$ cat src/rtl/kis_pkg.sv
// Package for the key insertion sorter: sizes, record and memory request
// types, and the sequencer state encoding. No dependencies.
`default_nettype none

package kis_pkg;

	localparam int CAPACITY = 64;
	localparam int IDX_W    = (CAPACITY > 1) ? $clog2(CAPACITY) : 1;
	localparam int FILL_W   = $clog2(CAPACITY + 1);
	localparam int KEY_W    = 58;
	localparam int TAG_W    = 10;
	localparam int CMP_W    = 11;
	localparam int MOV_W    = 6;

	typedef logic [KEY_W-1:0]  key_t;
	typedef logic [TAG_W-1:0]  tag_t;
	typedef logic [IDX_W-1:0]  idx_t;
	typedef logic [FILL_W-1:0] fill_t;
	typedef logic [CMP_W-1:0]  cmp_cnt_t;
	typedef logic [MOV_W-1:0]  mov_cnt_t;

	typedef struct packed {
		key_t key;
		tag_t tag;
	} rec_t;

	typedef struct packed {
		logic we;
		idx_t waddr;
		rec_t wdata;
		logic re;
		idx_t raddr;
	} mem_req_t;

	typedef enum logic [2:0] {
		ST_IDLE,
		ST_WALK,
		ST_PLACE,
		ST_EMIT_RD,
		ST_EMIT_LD
	} state_t;

endpackage

`default_nettype wire

$ cat src/rtl/kis_in_if.sv
// Input channel of the key insertion sorter: valid/ready plus one record.
// Depends on kis_pkg.
`default_nettype none

interface kis_in_if;
	logic          valid;
	logic          ready;
	kis_pkg::key_t key;
	kis_pkg::tag_t tag;
	logic          final_item;

	modport source (output valid, output key, output tag, output final_item, input ready);
	modport sink   (input valid, input key, input tag, input final_item, output ready);
endinterface

`default_nettype wire

$ cat src/rtl/kis_out_if.sv
// Output channel of the key insertion sorter: valid/ready plus one sorted
// record with the run statistics. Depends on kis_pkg.
`default_nettype none

interface kis_out_if;
	logic              valid;
	logic              ready;
	kis_pkg::key_t     sorted_key;
	kis_pkg::tag_t     sorted_tag;
	logic              end_of_run;
	kis_pkg::cmp_cnt_t compare_count;
	kis_pkg::mov_cnt_t move_count;
	logic              overflow;

	modport source (output valid, output sorted_key, output sorted_tag, output end_of_run,
		output compare_count, output move_count, output overflow, input ready);
	modport sink   (input valid, input sorted_key, input sorted_tag, input end_of_run,
		input compare_count, input move_count, input overflow, output ready);
endinterface

`default_nettype wire

$ cat src/rtl/key_insertion_sorter_top.sv
// Key insertion sorter, top level: ties the sequencer to the record store.
// Depends on kis_pkg, kis_in_if, kis_out_if, kis_store, kis_seq.
//
// Usage:
//   in_ch carries one record a beat (key, tag, final_item). Records collect
//   in ascending key order; an equal key lands before the earlier ones.
//   The beat with final_item set starts the run on out_ch: one beat per
//   stored record, ascending, end_of_run on the last, with the set's compare
//   count, move count and overflow flag on every beat. The block then
//   empties and takes the next set.
//   Insertion into an empty set is a direct write and into a full set a
//   drop; otherwise the walk compares back from the top record, shifting
//   each larger or equal one up, until it stops on a smaller key or, when
//   the record goes to the front, ends in a place step: one compare a
//   cycle over the single store read port. Up to 64 records are held;
//   later records of the set are dropped and flag overflow.
//   Each beat of the run is a store read, then an output register load.
//   in_ch.ready is high only while no insertion or run is in progress.
//   A stalled out_ch holds the current beat and pauses the run.
//   After arst_n the store is empty; no clearing pass is needed.
`default_nettype none

module key_insertion_sorter_top (
	input  wire       clk,
	input  wire       arst_n,
	kis_in_if.sink    in_ch,
	kis_out_if.source out_ch
);
	import kis_pkg::*;

	mem_req_t req;
	rec_t     rd_data;

	kis_store u_store (
		.clk     (clk),
		.req     (req),
		.rd_data (rd_data)
	);

	kis_seq u_seq (
		.clk     (clk),
		.arst_n  (arst_n),
		.in_ch   (in_ch),
		.out_ch  (out_ch),
		.req     (req),
		.rd_data (rd_data)
	);

endmodule

`default_nettype wire

$ cat src/rtl/kis_store.sv
// Record store: one write port and one registered read port over the
// sorted records. Depends on kis_pkg.
`default_nettype none

module kis_store (
	input  wire               clk,
	input  kis_pkg::mem_req_t req,
	output kis_pkg::rec_t     rd_data
);
	import kis_pkg::*;

	rec_t mem_q [CAPACITY];
	rec_t rd_q;

	always_ff @(posedge clk) begin
		if (req.we) begin
			mem_q[req.waddr] <= req.wdata;
		end
		if (req.re) begin
			rd_q <= mem_q[req.raddr];
		end
	end

	assign rd_data = rd_q;

endmodule

`default_nettype wire

$ cat src/rtl/kis_seq.sv
// Sequencer of the key insertion sorter: walks the store back one compare a
// cycle, shifts records up, places the new one and streams the run out.
// Depends on kis_pkg, kis_in_if, kis_out_if.
`default_nettype none

module kis_seq (
	input  wire               clk,
	input  wire               arst_n,
	kis_in_if.sink            in_ch,
	kis_out_if.source         out_ch,
	output kis_pkg::mem_req_t req,
	input  kis_pkg::rec_t     rd_data
);
	import kis_pkg::*;

	state_t   state_q, state_d;
	key_t     key_q, key_d;
	tag_t     tag_q, tag_d;
	logic     final_q, final_d;
	logic     moved_q, moved_d;
	idx_t     pos_q, pos_d;
	fill_t    fill_q, fill_d;
	cmp_cnt_t cmp_q, cmp_d;
	mov_cnt_t mov_q, mov_d;
	logic     drop_q, drop_d;
	idx_t     emit_idx_q, emit_idx_d;

	logic     out_valid_q, out_valid_d;
	rec_t     out_rec_q, out_rec_d;
	logic     out_eor_q, out_eor_d;
	cmp_cnt_t out_cmp_q, out_cmp_d;
	mov_cnt_t out_mov_q, out_mov_d;
	logic     out_ovf_q, out_ovf_d;

	logic full, key_less, out_free, emit_last, emit_load;

	assign full      = (fill_q == FILL_W'(CAPACITY));
	assign key_less  = (rd_data.key < key_q);
	assign out_free  = !out_valid_q || out_ch.ready;
	assign emit_last = ((FILL_W'(emit_idx_q) + FILL_W'(1)) == fill_q);
	assign emit_load = (state_q == ST_EMIT_LD) && out_free;

	// next state
	always_comb begin
		state_d = state_q;
		unique case (state_q)
			ST_IDLE: begin
				if (in_ch.valid) begin
					if (full || fill_q == '0) begin
						state_d = in_ch.final_item ? ST_EMIT_RD : ST_IDLE;
					end else begin
						state_d = ST_WALK;
					end
				end
			end
			ST_WALK: begin
				if (key_less) begin
					state_d = final_q ? ST_EMIT_RD : ST_IDLE;
				end else if (pos_q == idx_t'(1)) begin
					state_d = ST_PLACE;
				end
			end
			ST_PLACE: begin
				state_d = final_q ? ST_EMIT_RD : ST_IDLE;
			end
			ST_EMIT_RD: begin
				state_d = (fill_q == '0) ? ST_IDLE : ST_EMIT_LD;
			end
			ST_EMIT_LD: begin
				if (out_free) begin
					state_d = emit_last ? ST_IDLE : ST_EMIT_RD;
				end
			end
			default: state_d = ST_IDLE;
		endcase
	end

	// datapath and memory control
	always_comb begin
		key_d       = key_q;
		tag_d       = tag_q;
		final_d     = final_q;
		moved_d     = moved_q;
		pos_d       = pos_q;
		fill_d      = fill_q;
		cmp_d       = cmp_q;
		mov_d       = mov_q;
		drop_d      = drop_q;
		emit_idx_d  = emit_idx_q;
		out_rec_d   = out_rec_q;
		out_eor_d   = out_eor_q;
		out_cmp_d   = out_cmp_q;
		out_mov_d   = out_mov_q;
		out_ovf_d   = out_ovf_q;
		out_valid_d = out_valid_q && !out_ch.ready;
		req         = '0;

		unique case (state_q)
			ST_IDLE: begin
				if (in_ch.valid) begin
					key_d      = in_ch.key;
					tag_d      = in_ch.tag;
					final_d    = in_ch.final_item;
					moved_d    = 1'b0;
					emit_idx_d = '0;
					pos_d      = fill_q[IDX_W-1:0];
					if (full) begin
						drop_d = 1'b1;
					end else if (fill_q == '0) begin
						req.we    = 1'b1;
						req.waddr = '0;
						req.wdata = '{key: in_ch.key, tag: in_ch.tag};
						fill_d    = FILL_W'(1);
					end else begin
						req.re    = 1'b1;
						req.raddr = IDX_W'(fill_q - FILL_W'(1));
					end
				end
			end
			ST_WALK: begin
				cmp_d     = cmp_q + CMP_W'(1);
				req.we    = 1'b1;
				req.waddr = pos_q;
				if (key_less) begin
					req.wdata = '{key: key_q, tag: tag_q};
					fill_d    = fill_q + FILL_W'(1);
					if (moved_q) begin
						mov_d = mov_q + MOV_W'(1);
					end
				end else begin
					req.wdata = rd_data;
					pos_d     = pos_q - idx_t'(1);
					moved_d   = 1'b1;
					if (pos_q != idx_t'(1)) begin
						req.re    = 1'b1;
						req.raddr = pos_q - idx_t'(2);
					end
				end
			end
			ST_PLACE: begin
				req.we    = 1'b1;
				req.waddr = pos_q;
				req.wdata = '{key: key_q, tag: tag_q};
				fill_d    = fill_q + FILL_W'(1);
				mov_d     = mov_q + MOV_W'(1);
			end
			ST_EMIT_RD: begin
				if (fill_q == '0) begin
					cmp_d  = '0;
					mov_d  = '0;
					drop_d = 1'b0;
				end else begin
					req.re    = 1'b1;
					req.raddr = emit_idx_q;
				end
			end
			ST_EMIT_LD: begin
				if (out_free) begin
					out_valid_d = 1'b1;
					out_rec_d   = rd_data;
					out_eor_d   = emit_last;
					out_cmp_d   = cmp_q;
					out_mov_d   = mov_q;
					out_ovf_d   = drop_q;
					if (emit_last) begin
						fill_d = '0;
						cmp_d  = '0;
						mov_d  = '0;
						drop_d = 1'b0;
					end else begin
						emit_idx_d = emit_idx_q + idx_t'(1);
					end
				end
			end
			default: ;
		endcase
	end

	always_ff @(posedge clk or negedge arst_n) begin
		if (!arst_n) begin
			state_q     <= ST_IDLE;
			fill_q      <= '0;
			cmp_q       <= '0;
			mov_q       <= '0;
			drop_q      <= 1'b0;
			out_valid_q <= 1'b0;
		end else begin
			state_q     <= state_d;
			fill_q      <= fill_d;
			cmp_q       <= cmp_d;
			mov_q       <= mov_d;
			drop_q      <= drop_d;
			out_valid_q <= out_valid_d;
		end
	end

	always_ff @(posedge clk) begin
		key_q      <= key_d;
		tag_q      <= tag_d;
		final_q    <= final_d;
		moved_q    <= moved_d;
		pos_q      <= pos_d;
		emit_idx_q <= emit_idx_d;
		out_rec_q  <= out_rec_d;
		out_eor_q  <= out_eor_d;
		out_cmp_q  <= out_cmp_d;
		out_mov_q  <= out_mov_d;
		out_ovf_q  <= out_ovf_d;
	end

	assign in_ch.ready          = (state_q == ST_IDLE);
	assign out_ch.valid         = out_valid_q;
	assign out_ch.sorted_key    = out_rec_q.key;
	assign out_ch.sorted_tag    = out_rec_q.tag;
	assign out_ch.end_of_run    = out_eor_q;
	assign out_ch.compare_count = out_cmp_q;
	assign out_ch.move_count    = out_mov_q;
	assign out_ch.overflow      = out_ovf_q;

	a_fill_bound: assert property (@(posedge clk) disable iff (!arst_n)
		fill_q <= FILL_W'(CAPACITY))
		else $error("fill count beyond capacity");

	a_walk_pos: assert property (@(posedge clk) disable iff (!arst_n)
		state_q == ST_WALK |-> pos_q != '0)
		else $error("walk with no record below the insert point");

	a_mov_bound: assert property (@(posedge clk) disable iff (!arst_n)
		FILL_W'(mov_q) <= fill_q)
		else $error("more moved records than stored records");

	a_run_clear: assert property (@(posedge clk) disable iff (!arst_n)
		emit_load && emit_last |=> fill_q == '0 && cmp_q == '0 && !drop_q)
		else $error("set not cleared after last beat");

endmodule

`default_nettype wire
$ cat src/flat_wrapper.sv
// flat-port wrapper written by rule: the top's interface ports become plain ports
module key_insertion_sorter_top_flat import kis_pkg::*;
  (clk, arst_n, in_ch_valid, in_ch_key, in_ch_tag, in_ch_final_item, in_ch_ready, out_ch_valid, out_ch_sorted_key, out_ch_sorted_tag, out_ch_end_of_run, out_ch_compare_count, out_ch_move_count, out_ch_overflow, out_ch_ready);
  kis_in_if in_ch_i ();
  kis_out_if out_ch_i ();
  input  wire clk;
  input  wire arst_n;
  input wire logic [$bits(in_ch_i.valid)-1:0] in_ch_valid;
  input wire logic [$bits(in_ch_i.key)-1:0] in_ch_key;
  input wire logic [$bits(in_ch_i.tag)-1:0] in_ch_tag;
  input wire logic [$bits(in_ch_i.final_item)-1:0] in_ch_final_item;
  output wire logic [$bits(in_ch_i.ready)-1:0] in_ch_ready;
  output wire logic [$bits(out_ch_i.valid)-1:0] out_ch_valid;
  output wire logic [$bits(out_ch_i.sorted_key)-1:0] out_ch_sorted_key;
  output wire logic [$bits(out_ch_i.sorted_tag)-1:0] out_ch_sorted_tag;
  output wire logic [$bits(out_ch_i.end_of_run)-1:0] out_ch_end_of_run;
  output wire logic [$bits(out_ch_i.compare_count)-1:0] out_ch_compare_count;
  output wire logic [$bits(out_ch_i.move_count)-1:0] out_ch_move_count;
  output wire logic [$bits(out_ch_i.overflow)-1:0] out_ch_overflow;
  input wire logic [$bits(out_ch_i.ready)-1:0] out_ch_ready;
  assign in_ch_i.valid = in_ch_valid;
  assign in_ch_i.key = in_ch_key;
  assign in_ch_i.tag = in_ch_tag;
  assign in_ch_i.final_item = in_ch_final_item;
  assign in_ch_ready = in_ch_i.ready;
  assign out_ch_valid = out_ch_i.valid;
  assign out_ch_sorted_key = out_ch_i.sorted_key;
  assign out_ch_sorted_tag = out_ch_i.sorted_tag;
  assign out_ch_end_of_run = out_ch_i.end_of_run;
  assign out_ch_compare_count = out_ch_i.compare_count;
  assign out_ch_move_count = out_ch_i.move_count;
  assign out_ch_overflow = out_ch_i.overflow;
  assign out_ch_i.ready = out_ch_ready;
  key_insertion_sorter_top u_core (.clk(clk), .arst_n(arst_n), .in_ch(in_ch_i), .out_ch(out_ch_i));
endmodule
$ cat config.mk
export PLATFORM = sky130hd
export DESIGN_NAME = key_insertion_sorter_top_flat
export DESIGN_NICKNAME = d
export VERILOG_FILES = /design/src/rtl/kis_pkg.sv /design/src/rtl/kis_in_if.sv /design/src/rtl/kis_out_if.sv /design/src/rtl/key_insertion_sorter_top.sv /design/src/rtl/kis_store.sv /design/src/rtl/kis_seq.sv /design/src/flat_wrapper.sv
export SDC_FILE = /design/constraint.sdc
export NUM_CORES = 2
export LEC_CHECK = 0
export BUFFER_PORTS_ARGS = -buffer_cell sky130_fd_sc_hd__buf_2
export CAP_MARGIN = 20
export CORE_ASPECT_RATIO = 1.4
export CORE_MARGIN = 8
export CORE_UTILIZATION = 45
export DETAILED_ROUTE_END_ITERATION = 10
export GPL_ROUTABILITY_DRIVEN = 1
export SLEW_MARGIN = 40
export SYNTH_ARGS = -nofsm -noshare
export SYNTH_HDL_FRONTEND = slang
export SYNTH_MEMORY_MAX_BITS = 65536
export SYNTH_SLANG_ARGS = --single-unit
export TNS_END_PERCENT = 50
$ cat constraint.sdc
create_clock -name clk -period 7.4 [get_ports clk]
set_clock_uncertainty 0.05 [all_clocks]
set_input_delay 0.37 -clock clk [delete_from_list [all_inputs] [get_ports clk]]
set_output_delay 0.37 -clock clk [all_outputs]
set_load 0.05 [all_outputs]
Word-level counts from Yosys, hierarchy flattened --
Memories as Yosys holds them, arrays and structs flattened. A register that Yosys moved wholly into a read port is not among the register bits. Index checks and enable logic that the tools add are counted. W data, S select, Z words.
Storage, ports and cells: bits in registers 198, bits in writable memories 4352, bits of input ports 73, output and inout bits 89, word-level logic and storage cells 127, memories 1
Operators by class: add/subtract/negate cells 8, magnitude comparators 1, eq/ne operators 20, multiplexer cells 57, reductions and logical operators 22
Memory list:
- u_core.u_store.mem_q | depth 64, bits a word 68, read ports 1, clocked after memory_dff 1, wr ports 1, line kis_store.sv:12 | rec_t mem_q [CAPACITY];
Operators with widths (count):
- $pmux W75 S3 | 1
- $mux W82 | 2
- $mux W75 | 1
- $mux W7 | 10
- $mux W68 | 1
- $mux W6 | 10
- $lt A58 B58 Y1 | 1
- $mux W11 | 3
- $pmux W11 S3 | 1
- $pmux W7 S4 | 1
- $pmux W6 S2 | 2
- $pmux W6 S4 | 1
- $pmux W7 S3 | 1
- $ne A2 B2 Y1 const B | 9
- $mux W3 | 5
- $pmux W3 S5 | 1
- $add A6 B1 Y6 const B | 2
- $reduce_and A6 Y1 | 2
- $sub A6 B1 Y6 const B | 2
- $add A11 B1 Y11 const B | 1
- $mux W1 | 11
- $mux W2 | 4
- $reduce_and A4 Y1 | 2
- $reduce_bool A4 Y1 | 2
- other kinds (24) | 32

Logic depth before layout (Yosys ltp) --
depth after elaboration 7, gate-level depth with buffers 20, mapped depth without buffers 14

Modules after synthesis --
From an unflattened synthesis, not the netlist that was laid out.
Unflattened totals: cells, all modules 7930, area, all modules 176153.9 sq um
By module, submodules not included:
- kis_store | times used 1, cells each 7077, area an instance 166171.9 sq um, seq. area each 132727.3 sq um
- kis_seq | times used 1, cells each 853, area an instance 9982.1 sq um, seq. area each 5800.6 sq um

Worst setup path after synthesis --
OpenSTA, ideal clock, no wires.
kind flip-flop to flip-flop, from register u_core.u_seq.state_q[1], to memory u_core.u_store.mem_q[40][0] (netlist name), enable pin, library setup time 0.495 ns, arrival time 4.823 ns, data required time 6.855 ns, setup slack 2.032 ns, stages on the path, launching flop included 7, path buffers 1, path through dfrtp_1 > nor3_4 > nand2_1 > nor2_1 > clkbuf_1 > a21oi_1 > nor2_1
On the way: cells in the longest elaborated chain, start to end 4, elaborated cells on any way between the ends 6
Ends and longest elaborated chain:
- from (decl) | line kis_seq.sv:16 | state_t state_q, state_d;
- from (signal assigned) | line kis_seq.sv:188 | state_q <= state_d;
- $logic_not A3 Y1 *
- via in_ch_ready | line flat_wrapper.sv:12 | output wire logic [$bits(in_ch_i.ready)-1:0] in_ch_ready;
- $pmux W75 S3 * | line kis_seq.sv:98 | unique case (state_q)
- $mux W1 | line kis_store.sv:16 | if (req.we) begin
- $mux W1 (implied by the code) | line kis_store.sv:17 | mem_q[req.waddr] <= req.wdata;
- to (decl) | line kis_store.sv:12
Mark *: on every way through the listed nets, which the timed path passes. The rest lies on a longest branch.

Final worst setup path --
from register, netlist name u_core.u_store.rd_data[23], to register, netlist name u_core.u_store.rd_data[35]
On the way: cells in the longest elaborated chain, start to end 3
Ends and longest elaborated chain:
- $lt A58 B58 Y1 | line kis_seq.sv:38 | assign key_less = (rd_data.key < key_q);
- $mux W7 | line kis_seq.sv:124 | if (key_less) begin
- $pmux W7 S3 | line kis_seq.sv:98
Every way passes these cells. A chain may end at the register's enable or synchronous reset.

==> out/metrics.csv <==
metric;value;unit
worst min path class;in -> reg;
Syn Inst Count;11490;
grt ovf;0;
initial DRC count;16720;
Max clock buf depth;4;
status;finished, final reports clean;
Fill cells;32440;
Synth Area in XOR/XNOR;0.1396;%
Final TNS setup;0;ps
Slew Limit Headroom;27.92;%
Hold Buf Count CTS;77;
power density over cell area;462.2;nW/um^2
drc violations;0;
Most used DFF post-synth;edfxtp_1;
biggest area consumer among synthesized cells;edfxtp_1;
critical-path cell list;ha_1 -> nand4_1 -> nor4_2 -> nand2_1 -> o21ai_1 -> o2111ai_1 -> a21oi_4 -> buf_4 -> a21o_4 -> buf_4 -> nand2_1 -> a32oi_1 -> o22ai_1 -> or2_2 -> a2111oi_2;
multiplexer area fraction after synthesis;9.910;%
DR vias/cell;6.350;
Die Y;768.4;um
CP arrival;7660;ps
Synth Area in Compound Gates;3.811;%
global-route wire length before repair;860700;um
fin area;208600;sq um
RD Place Congestion;0.8775;
clk slew on worst S/H paths;60;ps
RSZ-0062 raised after global routing;false;
area delta synth->final;14.64;%
Req. time, crit path;8010;ps
CP bufs+invs;2;
Post-DP Area;193900;sq um
Mapped Area;182000;sq um
Post-synth EDFFs;4589;
die width;553.4;um
dpl hpwl;360600;um
initial core utilization;45.15;%
DR WL/cell;35.80;um
VDD IR max;0.4462;mV
Mapped Nets;11630;
Final ANT Viol Nets;0;
worst setup path startpoint;u_core.u_store.rd_data[23]$_DFFE_PP_;
min cycle time layout;7047;ps
final hold vios;0;
Crit Path Category;reg -> reg;
commonest cells in the netlist;4589 x edfxtp_1, 1915 x nand2_1, 1716 x mux2i_1;
vias in the first global route;107300;
initial antenna violation count;41;
min-delay src;in_ch_key[13];
largest family of logic cells by synthesized area;multiplexers;
Seq/Total Area, Yosys;76.13;%
synth top area cells;edfxtp_1 76%, mux2i_1 9.4%, nand2_1 4.0%;
crit-path max FO;31;
CP max stage delay;870;ps
Worst-Margin Slew;1081;ps
flops & latches, synth;4618;
H-tree Lvls;5;
adder-cell share of the synthesized area;0.4538;%
die area;425200;sq um
top cell type's share of synthesized area;75.73;%
Clock Sinks;4618;
Max-cap violations;0;
Post-CTS Setup Bufs;0;
Total GRT Usage;28.74;%
buffers added on ports;161;
Post-Route WL;635400;um
Yosys Warn Count;0;
core area;403000;sq um
Lkg Pwr;0.07509;uW
Crit path max-delay family;compound AO/OA/AOI/OAI gates;
Clock Latency Late Sink;1010;ps
layout cells sized above 1;12.18;%
fin nets;12220;
syn_area_per_cell;15.83;sq um
most numerous cell in the Yosys netlist;edfxtp_1;
crit start category;register;
Slew Limit Fails;0;
async set-reset flop share out of synthesis;0.6280;%
Crit-path slowest cell;a2111oi_2;
Tcrit/Tclk final;95.23;%
crit end category;register;
CTS tree;built;
first-pass detailed-route iteration total;10;
largest net degree at the start of global routing;146;
Post-Synth Simple-Gate Area;7.633;%
cts bufs inserted;432;
I/O pin count;162;
Tot Pwr;96410;uW
Reg2Reg Launch Point;u_core.u_store.rd_data[23]$_DFFE_PP_;
Final setup viols;0;
# rows;276;
post-synth cell types;67;
via count;112700;
cts repair resizes;0;
root buffer cell;clkbuf_16;
Peak Freq;0.1419;GHz
==> per-layer routing <==
metal	track usage (%)	wire length (um)	share of wire (%)
met5	0	115	0.018
met4	15.91	42410	6.7
met3	6.822	73060	11
met1	36.59	227900	36
met2	45.60	291900	46
==> report_power, final <==
group	internal, uW	leakage (uW)	switching (uW)
logic	10600	0.0260	25500
registers	37000	0.0424	1130
clock network	12400	0.00674	9810
total	60000	0.0751	36500
==> path summary, 6_finish.rpt <==
path / to / slack [ps] / cells after the start
min in group asynchronous: u_core.u_seq.mov_q[1]$_DFFE_PN0P_ / 370 / 4
min: u_core.u_seq.key_q[13]$_DFFE_PP_ / 90 / 2
max reg2reg: u_core.u_store.rd_data[35]$_DFFE_PP_ / 350 / 15
max in group asynchronous: u_core.u_seq.fill_q[0]$_DFFE_PN0P_ / 6720 / 4
min reg2reg: u_core.u_seq.out_ch.compare_count[10]$_DFFE_PP_ / 430 / 0
max: u_core.u_store.rd_data[35]$_DFFE_PP_ / 350 / 15
==> placed cells by master (no fill, tap or decap), types with 74 or more instances in the layout <==
cell and instances:
nor4_1 117, inv_1 133, clkinv_2 74, and3_1 102
nand3_1 696, clkbuf_16 436, a32oi_1 74, o22ai_1 294
buf_4 376, clkinv_1 109, nand2_1 1908, a21oi_1 367
clkbuf_1 81, mux2i_1 1716, edfxtp_1 4589, dlygate4sd3_1 76
buf_12 140, buf_2 164
==> cells by family (layout without fill, tap and decap cells) <==
group / count (synthesis) / after routing
muxes: 1755 / 1755
xor gates and xnor gates: 29 / 29
AOI/OAI and AO/OA: 1068 / 1068
adders and majority gates: 66 / 66
other: 0 / 37
and+or+nand+nor: 3162 / 3162
DFF: 4618 / 4618
buffers and inverters: 793 / 1733
==> metrics by stage <==
stage	setup slack (ps)	util (%)	hold WS, ps	std cells
global route	506.3	51.75	70.84	17730
global placement	540.9	47.86	401.9	16800
floorplan	2032	-	24.41	11490
finish	353.3	51.76	88.82	17750
detailed placement	554.1	48.10	414.7	16850
CTS	562.8	51.73	14.54	17710
==> cell type report <==
class	instances	area, sq um	area share (%)
sequential	4618	138500	66.41
multi-input combinational	6080	40840	19.58
clock buffer	517	11210	5.376
timing repair buffer	809	8154	3.909
tap	5282	6609	3.168
clock inverter	269	2624	1.258
inverter	138	530.5	0.2543
antenna	37	92.59	0.04439
==> registers in the layout, indices dropped and copies added (netlist names), 7 cells and up <==
name and flops:
u_core.u_seq.fill_q 7, u_core.u_seq.out_ch.compare_count 11, u_core.u_seq.tag_q 10, u_core.u_seq.out_ch.sorted_tag 10
u_core.u_store.rd_data 68, u_core.u_seq.out_ch.sorted_key 58, u_core.u_seq.cmp_q 11, u_core.u_seq.key_q 58
u_core.u_store.mem_q 4352
(Power assumes the default switching activity.)
